File: src/rtl/ilt_pkg.sv
`default_nettype none

package ilt_pkg;

    // Upper bound on the number of parameters counted on one line.
    localparam int MAX_PARAMS = 15;

    // Saturation point of the parameter counter, limited to what four bits can show.
    localparam logic [3:0] PARAM_CAP =
        4'((MAX_PARAMS < 1) ? 1 : ((MAX_PARAMS < 15) ? MAX_PARAMS : 15));

    localparam logic [7:0] CH_COLON = 8'h3A;
    localparam logic [7:0] CH_CR    = 8'h0D;
    localparam logic [7:0] CH_LF    = 8'h0A;
    localparam logic [7:0] CH_SPACE = 8'h20;
    localparam logic [7:0] CH_ZERO  = 8'h30;
    localparam logic [7:0] CH_NINE  = 8'h39;

    localparam logic [2:0] CMD_DIGITS = 3'd3;
    localparam logic [2:0] CMD_LEN_MAX = 3'd4;

    typedef enum logic [2:0] {
        PH_START,
        PH_PREFIX,
        PH_CMD,
        PH_MIDDLE,
        PH_TRAIL
    } phase_t;

    typedef enum logic [2:0] {
        ROLE_SEP      = 3'd0,
        ROLE_PREFIX   = 3'd1,
        ROLE_COMMAND  = 3'd2,
        ROLE_MIDDLE   = 3'd3,
        ROLE_TRAIL    = 3'd4,
        ROLE_LINE_END = 3'd5
    } role_t;

    typedef struct packed {
        phase_t      phase;
        logic        cr_held;
        logic        line_nonempty;
        logic        in_separator;
        logic [2:0]  cmd_len;
        logic [9:0]  cmd_accum;
        logic        cmd_ok;
        logic [3:0]  param_cnt;
    } tok_state_t;

    typedef struct packed {
        logic [7:0]  byte_val;
        role_t       role;
        logic        token_start;
        logic [3:0]  param_index;
        logic        line_end;
        logic        cmd_numeric;
        logic [9:0]  cmd_value;
        logic [3:0]  param_count;
        logic        last;
    } result_t;

    // All results caused by one input item, at most three.
    typedef struct packed {
        result_t [2:0] res;
        logic [1:0]    count;
    } group_t;

    typedef struct packed {
        tok_state_t st;
        result_t    res;
    } content_t;

endpackage

`default_nettype wire

File: src/rtl/ilt_input_reg.sv
`default_nettype none

module ilt_input_reg
    import ilt_pkg::*;
(
    input  wire logic       clk,
    input  wire logic       rst_n,
    input  wire logic       in_valid,
    output logic            in_ready,
    input  wire logic [7:0] byte_in,
    input  wire logic       message_end,
    input  wire logic       take,
    output logic            item_valid,
    output logic [7:0]      item_byte,
    output logic            item_end
);

    logic       valid_reg;
    logic       valid_next;
    logic [7:0] byte_reg;
    logic       end_reg;

    // The register can refill in the same cycle that the core consumes its item.
    assign in_ready = !valid_reg || take;

    always_comb
    begin
        valid_next = valid_reg;
        if (in_valid && in_ready)
        begin
            valid_next = 1'b1;
        end
        else if (take)
        begin
            valid_next = 1'b0;
        end
    end

    always_ff @(posedge clk or negedge rst_n)
    begin
        if (!rst_n)
        begin
            valid_reg <= 1'b0;
        end
        else
        begin
            valid_reg <= valid_next;
        end
    end

    always_ff @(posedge clk)
    begin
        if (in_valid && in_ready)
        begin
            byte_reg <= byte_in;
            end_reg  <= message_end;
        end
    end

    assign item_valid = valid_reg;
    assign item_byte  = byte_reg;
    assign item_end   = end_reg;

endmodule

`default_nettype wire

File: src/rtl/ilt_core.sv
`default_nettype none

module ilt_core
    import ilt_pkg::*;
(
    input  wire logic       clk,
    input  wire logic       rst_n,
    input  wire logic       item_valid,
    input  wire logic [7:0] item_byte,
    input  wire logic       item_end,
    input  wire logic       load_ok,
    output logic            take,
    output group_t          group
);

    tok_state_t state_reg;
    tok_state_t state_next;

    function automatic tok_state_t line_reset(tok_state_t s);
        tok_state_t r;
        r               = s;
        r.phase         = PH_START;
        r.line_nonempty = 1'b0;
        r.in_separator  = 1'b0;
        r.cmd_len       = '0;
        r.cmd_accum     = '0;
        r.cmd_ok        = 1'b1;
        r.param_cnt     = '0;
        return r;
    endfunction

    function automatic result_t byte_result(logic [7:0] c, role_t role, logic start,
                                            logic [3:0] idx);
        result_t r;
        r             = '0;
        r.byte_val    = c;
        r.role        = role;
        r.token_start = start;
        r.param_index = idx;
        return r;
    endfunction

    function automatic tok_state_t command_byte(tok_state_t s, logic [7:0] c);
        tok_state_t  r;
        logic        digit;
        logic [13:0] acc;
        r     = s;
        digit = (c >= CH_ZERO) && (c <= CH_NINE);
        // Times ten as two shifted copies; a digit's value is its low nibble.
        acc   = {1'b0, s.cmd_accum, 3'b000} + {3'b000, s.cmd_accum, 1'b0}
              + {10'd0, c[3:0]};
        if (digit && (s.cmd_len < CMD_DIGITS))
        begin
            r.cmd_accum = acc[9:0];
        end
        if (!digit)
        begin
            r.cmd_ok = 1'b0;
        end
        if (s.cmd_len < CMD_LEN_MAX)
        begin
            r.cmd_len = s.cmd_len + 3'd1;
        end
        return r;
    endfunction

    function automatic content_t content(tok_state_t s, logic [7:0] c);
        content_t   o;
        tok_state_t r;
        role_t      role;
        logic       start;
        logic [3:0] idx;
        logic [3:0] cur;
        r               = s;
        role            = ROLE_SEP;
        start           = 1'b0;
        idx             = '0;
        cur             = (s.param_cnt != 4'd0) ? (s.param_cnt - 4'd1) : 4'd0;
        r.line_nonempty = 1'b1;
        if (s.phase == PH_TRAIL)
        begin
            role = ROLE_TRAIL;
            idx  = cur;
        end
        else if (c == CH_SPACE)
        begin
            // Leading spaces rule out a prefix on this line.
            if (s.phase == PH_START)
            begin
                r.phase = PH_PREFIX;
            end
            r.in_separator = 1'b1;
        end
        else if (s.phase == PH_START)
        begin
            start = 1'b1;
            if (c == CH_COLON)
            begin
                r.phase = PH_PREFIX;
                role    = ROLE_PREFIX;
            end
            else
            begin
                r       = command_byte(r, c);
                r.phase = PH_CMD;
                role    = ROLE_COMMAND;
            end
        end
        else if (s.in_separator)
        begin
            r.in_separator = 1'b0;
            start          = 1'b1;
            if (s.phase == PH_PREFIX)
            begin
                r       = command_byte(r, c);
                r.phase = PH_CMD;
                role    = ROLE_COMMAND;
            end
            else
            begin
                // A new parameter opens; the counter saturates at its cap.
                if (s.param_cnt < PARAM_CAP)
                begin
                    r.param_cnt = s.param_cnt + 4'd1;
                end
                idx = r.param_cnt - 4'd1;
                if (c == CH_COLON)
                begin
                    r.phase = PH_TRAIL;
                    role    = ROLE_TRAIL;
                end
                else
                begin
                    r.phase = PH_MIDDLE;
                    role    = ROLE_MIDDLE;
                end
            end
        end
        else if (s.phase == PH_PREFIX)
        begin
            role = ROLE_PREFIX;
        end
        else if (s.phase == PH_CMD)
        begin
            r    = command_byte(r, c);
            role = ROLE_COMMAND;
        end
        else
        begin
            role = ROLE_MIDDLE;
            idx  = cur;
        end
        o.st  = r;
        o.res = byte_result(c, role, start, idx);
        return o;
    endfunction

    tok_state_t    s;
    content_t      co;
    result_t [2:0] res;
    logic [1:0]    n;
    logic          do_close;
    logic          numeric;

    assign take = item_valid && load_ok;

    always_comb
    begin
        s        = state_reg;
        res      = '0;
        n        = 2'd0;
        do_close = 1'b0;
        co       = '0;
        numeric  = 1'b0;

        // A held CR is resolved first, by looking at the byte that follows it.
        if (s.cr_held)
        begin
            s.cr_held = 1'b0;
            if (item_byte == CH_LF)
            begin
                res[0] = byte_result(CH_CR, ROLE_SEP, 1'b0, 4'd0);
            end
            else
            begin
                co     = content(s, CH_CR);
                s      = co.st;
                res[0] = co.res;
            end
            n = 2'd1;
        end

        if (item_byte == CH_LF)
        begin
            res[n]   = byte_result(item_byte, ROLE_SEP, 1'b0, 4'd0);
            n        = n + 2'd1;
            do_close = 1'b1;
        end
        else if ((item_byte == CH_CR) && !item_end)
        begin
            s.cr_held = 1'b1;
        end
        else if (item_byte == CH_CR)
        begin
            res[n]   = byte_result(item_byte, ROLE_SEP, 1'b0, 4'd0);
            n        = n + 2'd1;
            do_close = 1'b1;
        end
        else
        begin
            co       = content(s, item_byte);
            s        = co.st;
            res[n]   = co.res;
            n        = n + 2'd1;
            do_close = item_end;
        end

        if (do_close)
        begin
            if (s.line_nonempty)
            begin
                numeric               = s.cmd_ok && (s.cmd_len == CMD_DIGITS);
                res[n]                = '0;
                res[n].role           = ROLE_LINE_END;
                res[n].line_end       = 1'b1;
                res[n].cmd_numeric    = numeric;
                res[n].cmd_value      = numeric ? s.cmd_accum : 10'd0;
                res[n].param_count    = s.param_cnt;
                n                     = n + 2'd1;
            end
            s = line_reset(s);
        end

        if (n != 2'd0)
        begin
            res[n - 2'd1].last = 1'b1;
        end

        state_next  = s;
        group.res   = res;
        group.count = n;
    end

    always_ff @(posedge clk or negedge rst_n)
    begin
        if (!rst_n)
        begin
            // Start of an empty line, with no CR held.
            state_reg <= line_reset('0);
        end
        else if (take)
        begin
            state_reg <= state_next;
        end
    end

endmodule

`default_nettype wire

File: src/rtl/ilt_result_buf.sv
`default_nettype none

module ilt_result_buf
    import ilt_pkg::*;
(
    input  wire logic   clk,
    input  wire logic   rst_n,
    input  wire logic   load,
    input  wire group_t group,
    output logic        load_ok,
    output logic        out_valid,
    input  wire logic   out_ready,
    output result_t     head
);

    group_t     group_reg;
    logic [1:0] cnt_reg;
    logic [1:0] cnt_next;
    logic [1:0] idx_reg;
    logic [1:0] idx_next;

    assign out_valid = idx_reg < cnt_reg;

    // Room for a new group once the last waiting result leaves.
    assign load_ok = !out_valid || (out_ready && ((idx_reg + 2'd1) == cnt_reg));

    always_comb
    begin
        case (idx_reg)
            2'd1:    head = group_reg.res[1];
            2'd2:    head = group_reg.res[2];
            default: head = group_reg.res[0];
        endcase
    end

    always_comb
    begin
        cnt_next = cnt_reg;
        idx_next = idx_reg;
        if (load)
        begin
            cnt_next = group.count;
            idx_next = 2'd0;
        end
        else if (out_valid && out_ready)
        begin
            idx_next = idx_reg + 2'd1;
        end
    end

    always_ff @(posedge clk or negedge rst_n)
    begin
        if (!rst_n)
        begin
            cnt_reg <= 2'd0;
            idx_reg <= 2'd0;
        end
        else
        begin
            cnt_reg <= cnt_next;
            idx_reg <= idx_next;
        end
    end

    always_ff @(posedge clk)
    begin
        if (load)
        begin
            group_reg <= group;
        end
    end

endmodule

`default_nettype wire

File: src/rtl/irc_line_tokenizer_top.sv
`default_nettype none

// Byte-serial tokenizer for IRC-style message text. Each accepted input item is one
// byte plus a flag marking the message's final byte; each result item tags one byte as
// separator, prefix, command, middle parameter or trailing parameter, and every
// non-empty line closes with a summary item carrying the parameter count and the
// three-digit numeric command, if there is one. A CR is held until the next byte shows
// whether it ends the line, so one input item causes zero to three result items, and
// last_of_run marks the final one of each. Timing: while an accepted item sits in the
// input register, the tokenizer state and all of its results are computed, and they are
// written to the result buffer register once it has room, so an item passes the input
// register and then the result buffer register before its first result is offered. The
// block takes one item per cycle as long as each item causes at most one result and the
// output is ready; an item with several results holds the single output port until all
// are taken, and input items wait behind it. The parameter count saturates at MAX_PARAMS
// (capped at 15) from the package.
module irc_line_tokenizer_top
    import ilt_pkg::*;
(
    input  wire logic       clk,
    input  wire logic       rst_n,
    input  wire logic       in_valid,
    output logic            in_ready,
    input  wire logic [7:0] byte_in,
    input  wire logic       message_end,
    output logic            out_valid,
    input  wire logic       out_ready,
    output logic [7:0]      byte_out,
    output logic [2:0]      role,
    output logic            token_start,
    output logic [3:0]      param_index,
    output logic            line_end,
    output logic            command_is_numeric,
    output logic [9:0]      command_value,
    output logic [3:0]      param_count,
    output logic            last_of_run
);

    logic       item_valid;
    logic [7:0] item_byte;
    logic       item_end;
    logic       take;
    logic       load_ok;
    group_t     group;
    result_t    head;

    // Input register: holds one accepted item until the core takes it.
    ilt_input_reg u_in
    (
        .clk         (clk),
        .rst_n       (rst_n),
        .in_valid    (in_valid),
        .in_ready    (in_ready),
        .byte_in     (byte_in),
        .message_end (message_end),
        .take        (take),
        .item_valid  (item_valid),
        .item_byte   (item_byte),
        .item_end    (item_end)
    );

    // Tokenizer state and the combinational result computation.
    ilt_core u_core
    (
        .clk        (clk),
        .rst_n      (rst_n),
        .item_valid (item_valid),
        .item_byte  (item_byte),
        .item_end   (item_end),
        .load_ok    (load_ok),
        .take       (take),
        .group      (group)
    );

    // Result buffer: holds one item's results and hands them out one per cycle while out_ready is high.
    ilt_result_buf u_buf
    (
        .clk       (clk),
        .rst_n     (rst_n),
        .load      (take),
        .group     (group),
        .load_ok   (load_ok),
        .out_valid (out_valid),
        .out_ready (out_ready),
        .head      (head)
    );

    assign byte_out           = head.byte_val;
    assign role               = head.role;
    assign token_start        = head.token_start;
    assign param_index        = head.param_index;
    assign line_end           = head.line_end;
    assign command_is_numeric = head.cmd_numeric;
    assign command_value      = head.cmd_value;
    assign param_count        = head.param_count;
    assign last_of_run        = head.last;

endmodule

`default_nettype wire

File: config.mk
export PLATFORM = sky130hd
export DESIGN_NAME = irc_line_tokenizer_top
export DESIGN_NICKNAME = d
export VERILOG_FILES = /design/src/rtl/ilt_pkg.sv /design/src/rtl/ilt_input_reg.sv /design/src/rtl/ilt_core.sv /design/src/rtl/ilt_result_buf.sv /design/src/rtl/irc_line_tokenizer_top.sv
export SDC_FILE = /design/constraint.sdc
export NUM_CORES = 1
export LEC_CHECK = 0
export BUFFER_PORTS_ARGS = -buffer_cell sky130_fd_sc_hd__buf_2
export CORE_ASPECT_RATIO = 2
export CORE_UTILIZATION = 30
export CTS_CLUSTER_DIAMETER = 80
export DETAILED_ROUTE_END_ITERATION = 8
export SLEW_MARGIN = 5
export SYNTH_ARGS = -nofsm -noshare
export SYNTH_HDL_FRONTEND = slang
export SYNTH_SLANG_ARGS = --single-unit
File: constraint.sdc
create_clock -name clk -period 5.3 [get_ports clk]
set_input_delay 0.265 -clock clk [delete_from_list [all_inputs] [get_ports clk]]
set_output_delay 0.265 -clock clk [all_outputs]
set_load 0.03 [all_outputs]
==> results.md <==
- Setup TNS: 0 ps
- Fraction of registers with async set/reset: a little under a quarter
- Clock sink count: roughly 120
- Clock Skews: about 8.6 ps
- First-pass GRT wire length: between 30 and 40 mm
- Grt ovf: 0
- CTS tree: built
- Initial antenna violation count: 0
- Detailed Routing Iterations Pass 1: 7
- Clock-pin slew on the worst setup and hold paths: roughly 60 ps
- Synthesized flop and latch total: 121
- Mapped Cells: between 700 and 800
- Residual DRC count: 8
- Final Hold Vio Count: 0
- Pwr/cell area: about 710 nW/um^2
- RSZ-0062 raised after global routing: false
- Drt total wl: about 20 mm
- Routed Antenna Nets: 0
- Port bufs: 47
- Cell Area, Synth: between 7000 and 8000 um^2
- IO Count: 48
- Final Util: roughly a third
- Period minus WS final: roughly 4200 ps
- Post-synth cell types: 78
- Critical Setup Path Class: reg2reg
- Layout area overhead: 15.6%
- H-tree Lvls: 4
- Max-cap viol count: 0
- Worst Tran Pin Value: around 1100 ps
- Vias in the first global route: around 5.6k
- Iteration-0 DRC Markers: between 400 and 500
- Yosys warning count: 0
- WL/cell: roughly 19 um
- Status: complete, but fails checks
- Die ar.: roughly 24,000 um^2
- # resized after CTS: 0
- Max FFs per register: 83
- Primary FF master, synth: edfxtp_1
- Root Buffer: clkbuf_16
- WP data required: ~5600 ps
- First element of the critical path: u_in.item_byte[7]
- Vert. Die Dim: between 200 and 250 um
- Critical path endpoint: u_buf.group_reg[56]
- CP arrival: between 4000 and 5000 ps
- DR vias/cell: ~5.5
- Period utilization: approximately four fifths
- Relative slew slack: 24.4%
- FP Rows: just under 80
- Post-CTS Hold Buffers: 2
- Hold Crit Class: in2reg
- Filler cells: ~2.4k
- # setup viols final: 0
- R2R Path Start: u_in.item_byte[7]
- Worst path max stage delay: 530 ps
- Fin nets: about 790
- Share of cells above drive strength 1: ~15%
- Sequential element share of the synthesized area: 48.9%
- Most frequent CP cell: nand2_1
- Largest net degree at the start of global routing: between 50 and 60
- Avg Cell Area, Syn: roughly 10 um^2
- Failing checks: DRC
- Initial core utilization: 30.6%
- Max Freq: roughly 240 MHz
- CTS Buffer Depth: 2
- EDFF count, synth: 92
- CP Cell Sequence: nor4_2 > buf_4 > and3_1 > nand2_1 > ha_1 > a21oi_1 > inv_1 > ha_1 > nand2_1 > inv_1 > nor2_1 > nand2_1 > a211oi_1
- All-Layer GR Usage: between 10% and 20%
- Slowest-stage cell, CP: a21oi_1
- R2R cell count: 13
- Hold Crit Start: byte_in[3]
- Setup Fix Bufs, Post-CTS: 0
- CP Launch Type: flop
- Critical path endpoint category: flop
- Skew-Pair Late Insertion Delay: 430 ps
- Die Span X: around 110 um
- R2R Path End: u_buf.group_reg[56]
- P_leak: roughly 0.0031 uW
- Via count: between 5k and 6k
- Mapped Nets: between 700 and 800
- Placer Congestion: a little over 0.9
- Area of the core region: 23,300 um^2
- Num CTS Buffers: 17
- Reg2reg setup slack: between 1000 and 1500 ps
- Slew Viols, Final: 0
- VDD IR max: between 0.4 and 0.5 mV
- Crit path max fanout: 13
- Antenna diode count: 0
- Hpwl dp: around 15 mm
layout make-up:
type                       count  area, um^2  area share (%)
tap                          283         354            4.30
clock inverter                15         190            2.31
sequential                   121        3490            42.3
multi-input combinational    519        3350            40.6
clock buffer                  17         425            5.16
inverter                      31         118            1.43
timing repair buffer          57         315            3.83
kinds of logic after synthesis:
logic type | count (synthesis) | share of synthesized area (%)
AO/OA/AOI/OAI | 225 | 21.3
multiplexers | 17 | 2.58
XOR/XNOR | 16 | 1.97
flip-flops | 121 | 48.9
buffers and inverters | 75 | 4.19
AND/OR/NAND/NOR | 230 | 15.4
adder cells (fa/ha/maj) | 31 | 5.65
metal layers:
metal	up-vias	wire length, um	global-route usage (%)
met3	59	805	3.33
met5	-	0	0
met1	2808	7580	17.3
met4	0	935	9.91
met2	192	10900	32.2
li1	2721	-	-
critical path, delay by kind of cell, from the launching register on:
| family | cells | cell delay, ps |
|---|---|---|
| and+or+nand+nor | 6 | 1650 |
| buffers and inverters | 3 | 510 |
| adders and majority gates | 2 | 600 |
| DFF | 1 | 480 |
| AOI/OAI and AO/OA | 2 | 780 |
cell usage after synthesis, drive strengths merged (4+ instances only):
cell,number,area share [%]
o211ai,6,0.63
clkbuf,33,1.7
o21ai,68,4.9
ha,29,5.1
and3,11,0.97
a211oi,6,0.70
mux2,8,1.3
dfrtp,28,9.8
nor2b,4,0.35
nor3,14,1.1
nand3,17,1.2
xnor2,11,1.4
a21oi,39,2.8
nand2,65,3.5
and2,11,0.97
a22oi,17,1.8
o22ai,13,1.2
xor2,5,0.61
nand2b,7,0.61
edfxtp,92,39
o31ai,10,1.1
inv,29,1.5
buf,11,0.82
a2bb2oi,11,1.4
a2111oi,4,0.58
a22o,15,1.8
mux2i,9,1.3
nor2,81,4.3
a31oi,4,0.35
o21a,7,0.74
report_power, final:
group          switching (uW)  leakage, uW  internal, uW
logic                    1960      0.00155           812
registers                 255      0.00129          1640
clock network             466     0.000292           747
worst min path at each step:
stage                            to  slack, ps  cells past startpoint
6_report          u_in.item_byte[3]         10                      1
5_1_grt           u_in.item_byte[3]          1                      1
4_1_cts           u_in.item_byte[3]        0.3                      1
3_5_place_dp   u_core.state_reg[11]        390                      1
3_3_place_gp   u_core.state_reg[11]        390                      1
2_1_floorplan      u_buf.cnt_reg[0]        -30                      0
stage by stage:
stage	hold WS, ps	total power, uW	area (um^2)	std cells	worst slack (ps)
finish	11.4	5890	8240	1043	1090
CTS	0.252	5910	8240	1043	1130
floorplan	-30.6	3890	7130	715	593
detailed placement	387	4690	7600	1009	1150
global placement	390	4670	7600	1009	1200
global route	1.16	6220	8240	1043	749
cells in the final DEF (no fill, tap or decap), types with 9 or more instances in the layout:
cell type,n
buf_2,47
a22o_1,15
xnor2_1,11
inv_1,25
dfrtp_1,28
o22ai_1,12
nor2_1,81
o21ai_1,9
a2bb2oi_1,11
a22oi_1,17
nor3_1,13
o21ai_0,58
nand3_1,17
and2_1,10
and3_1,11
o31ai_1,10
ha_1,29
edfxtp_1,92
a21oi_1,38
clkbuf_16,17
nand2_1,64
(Power assumes the default switching activity.)
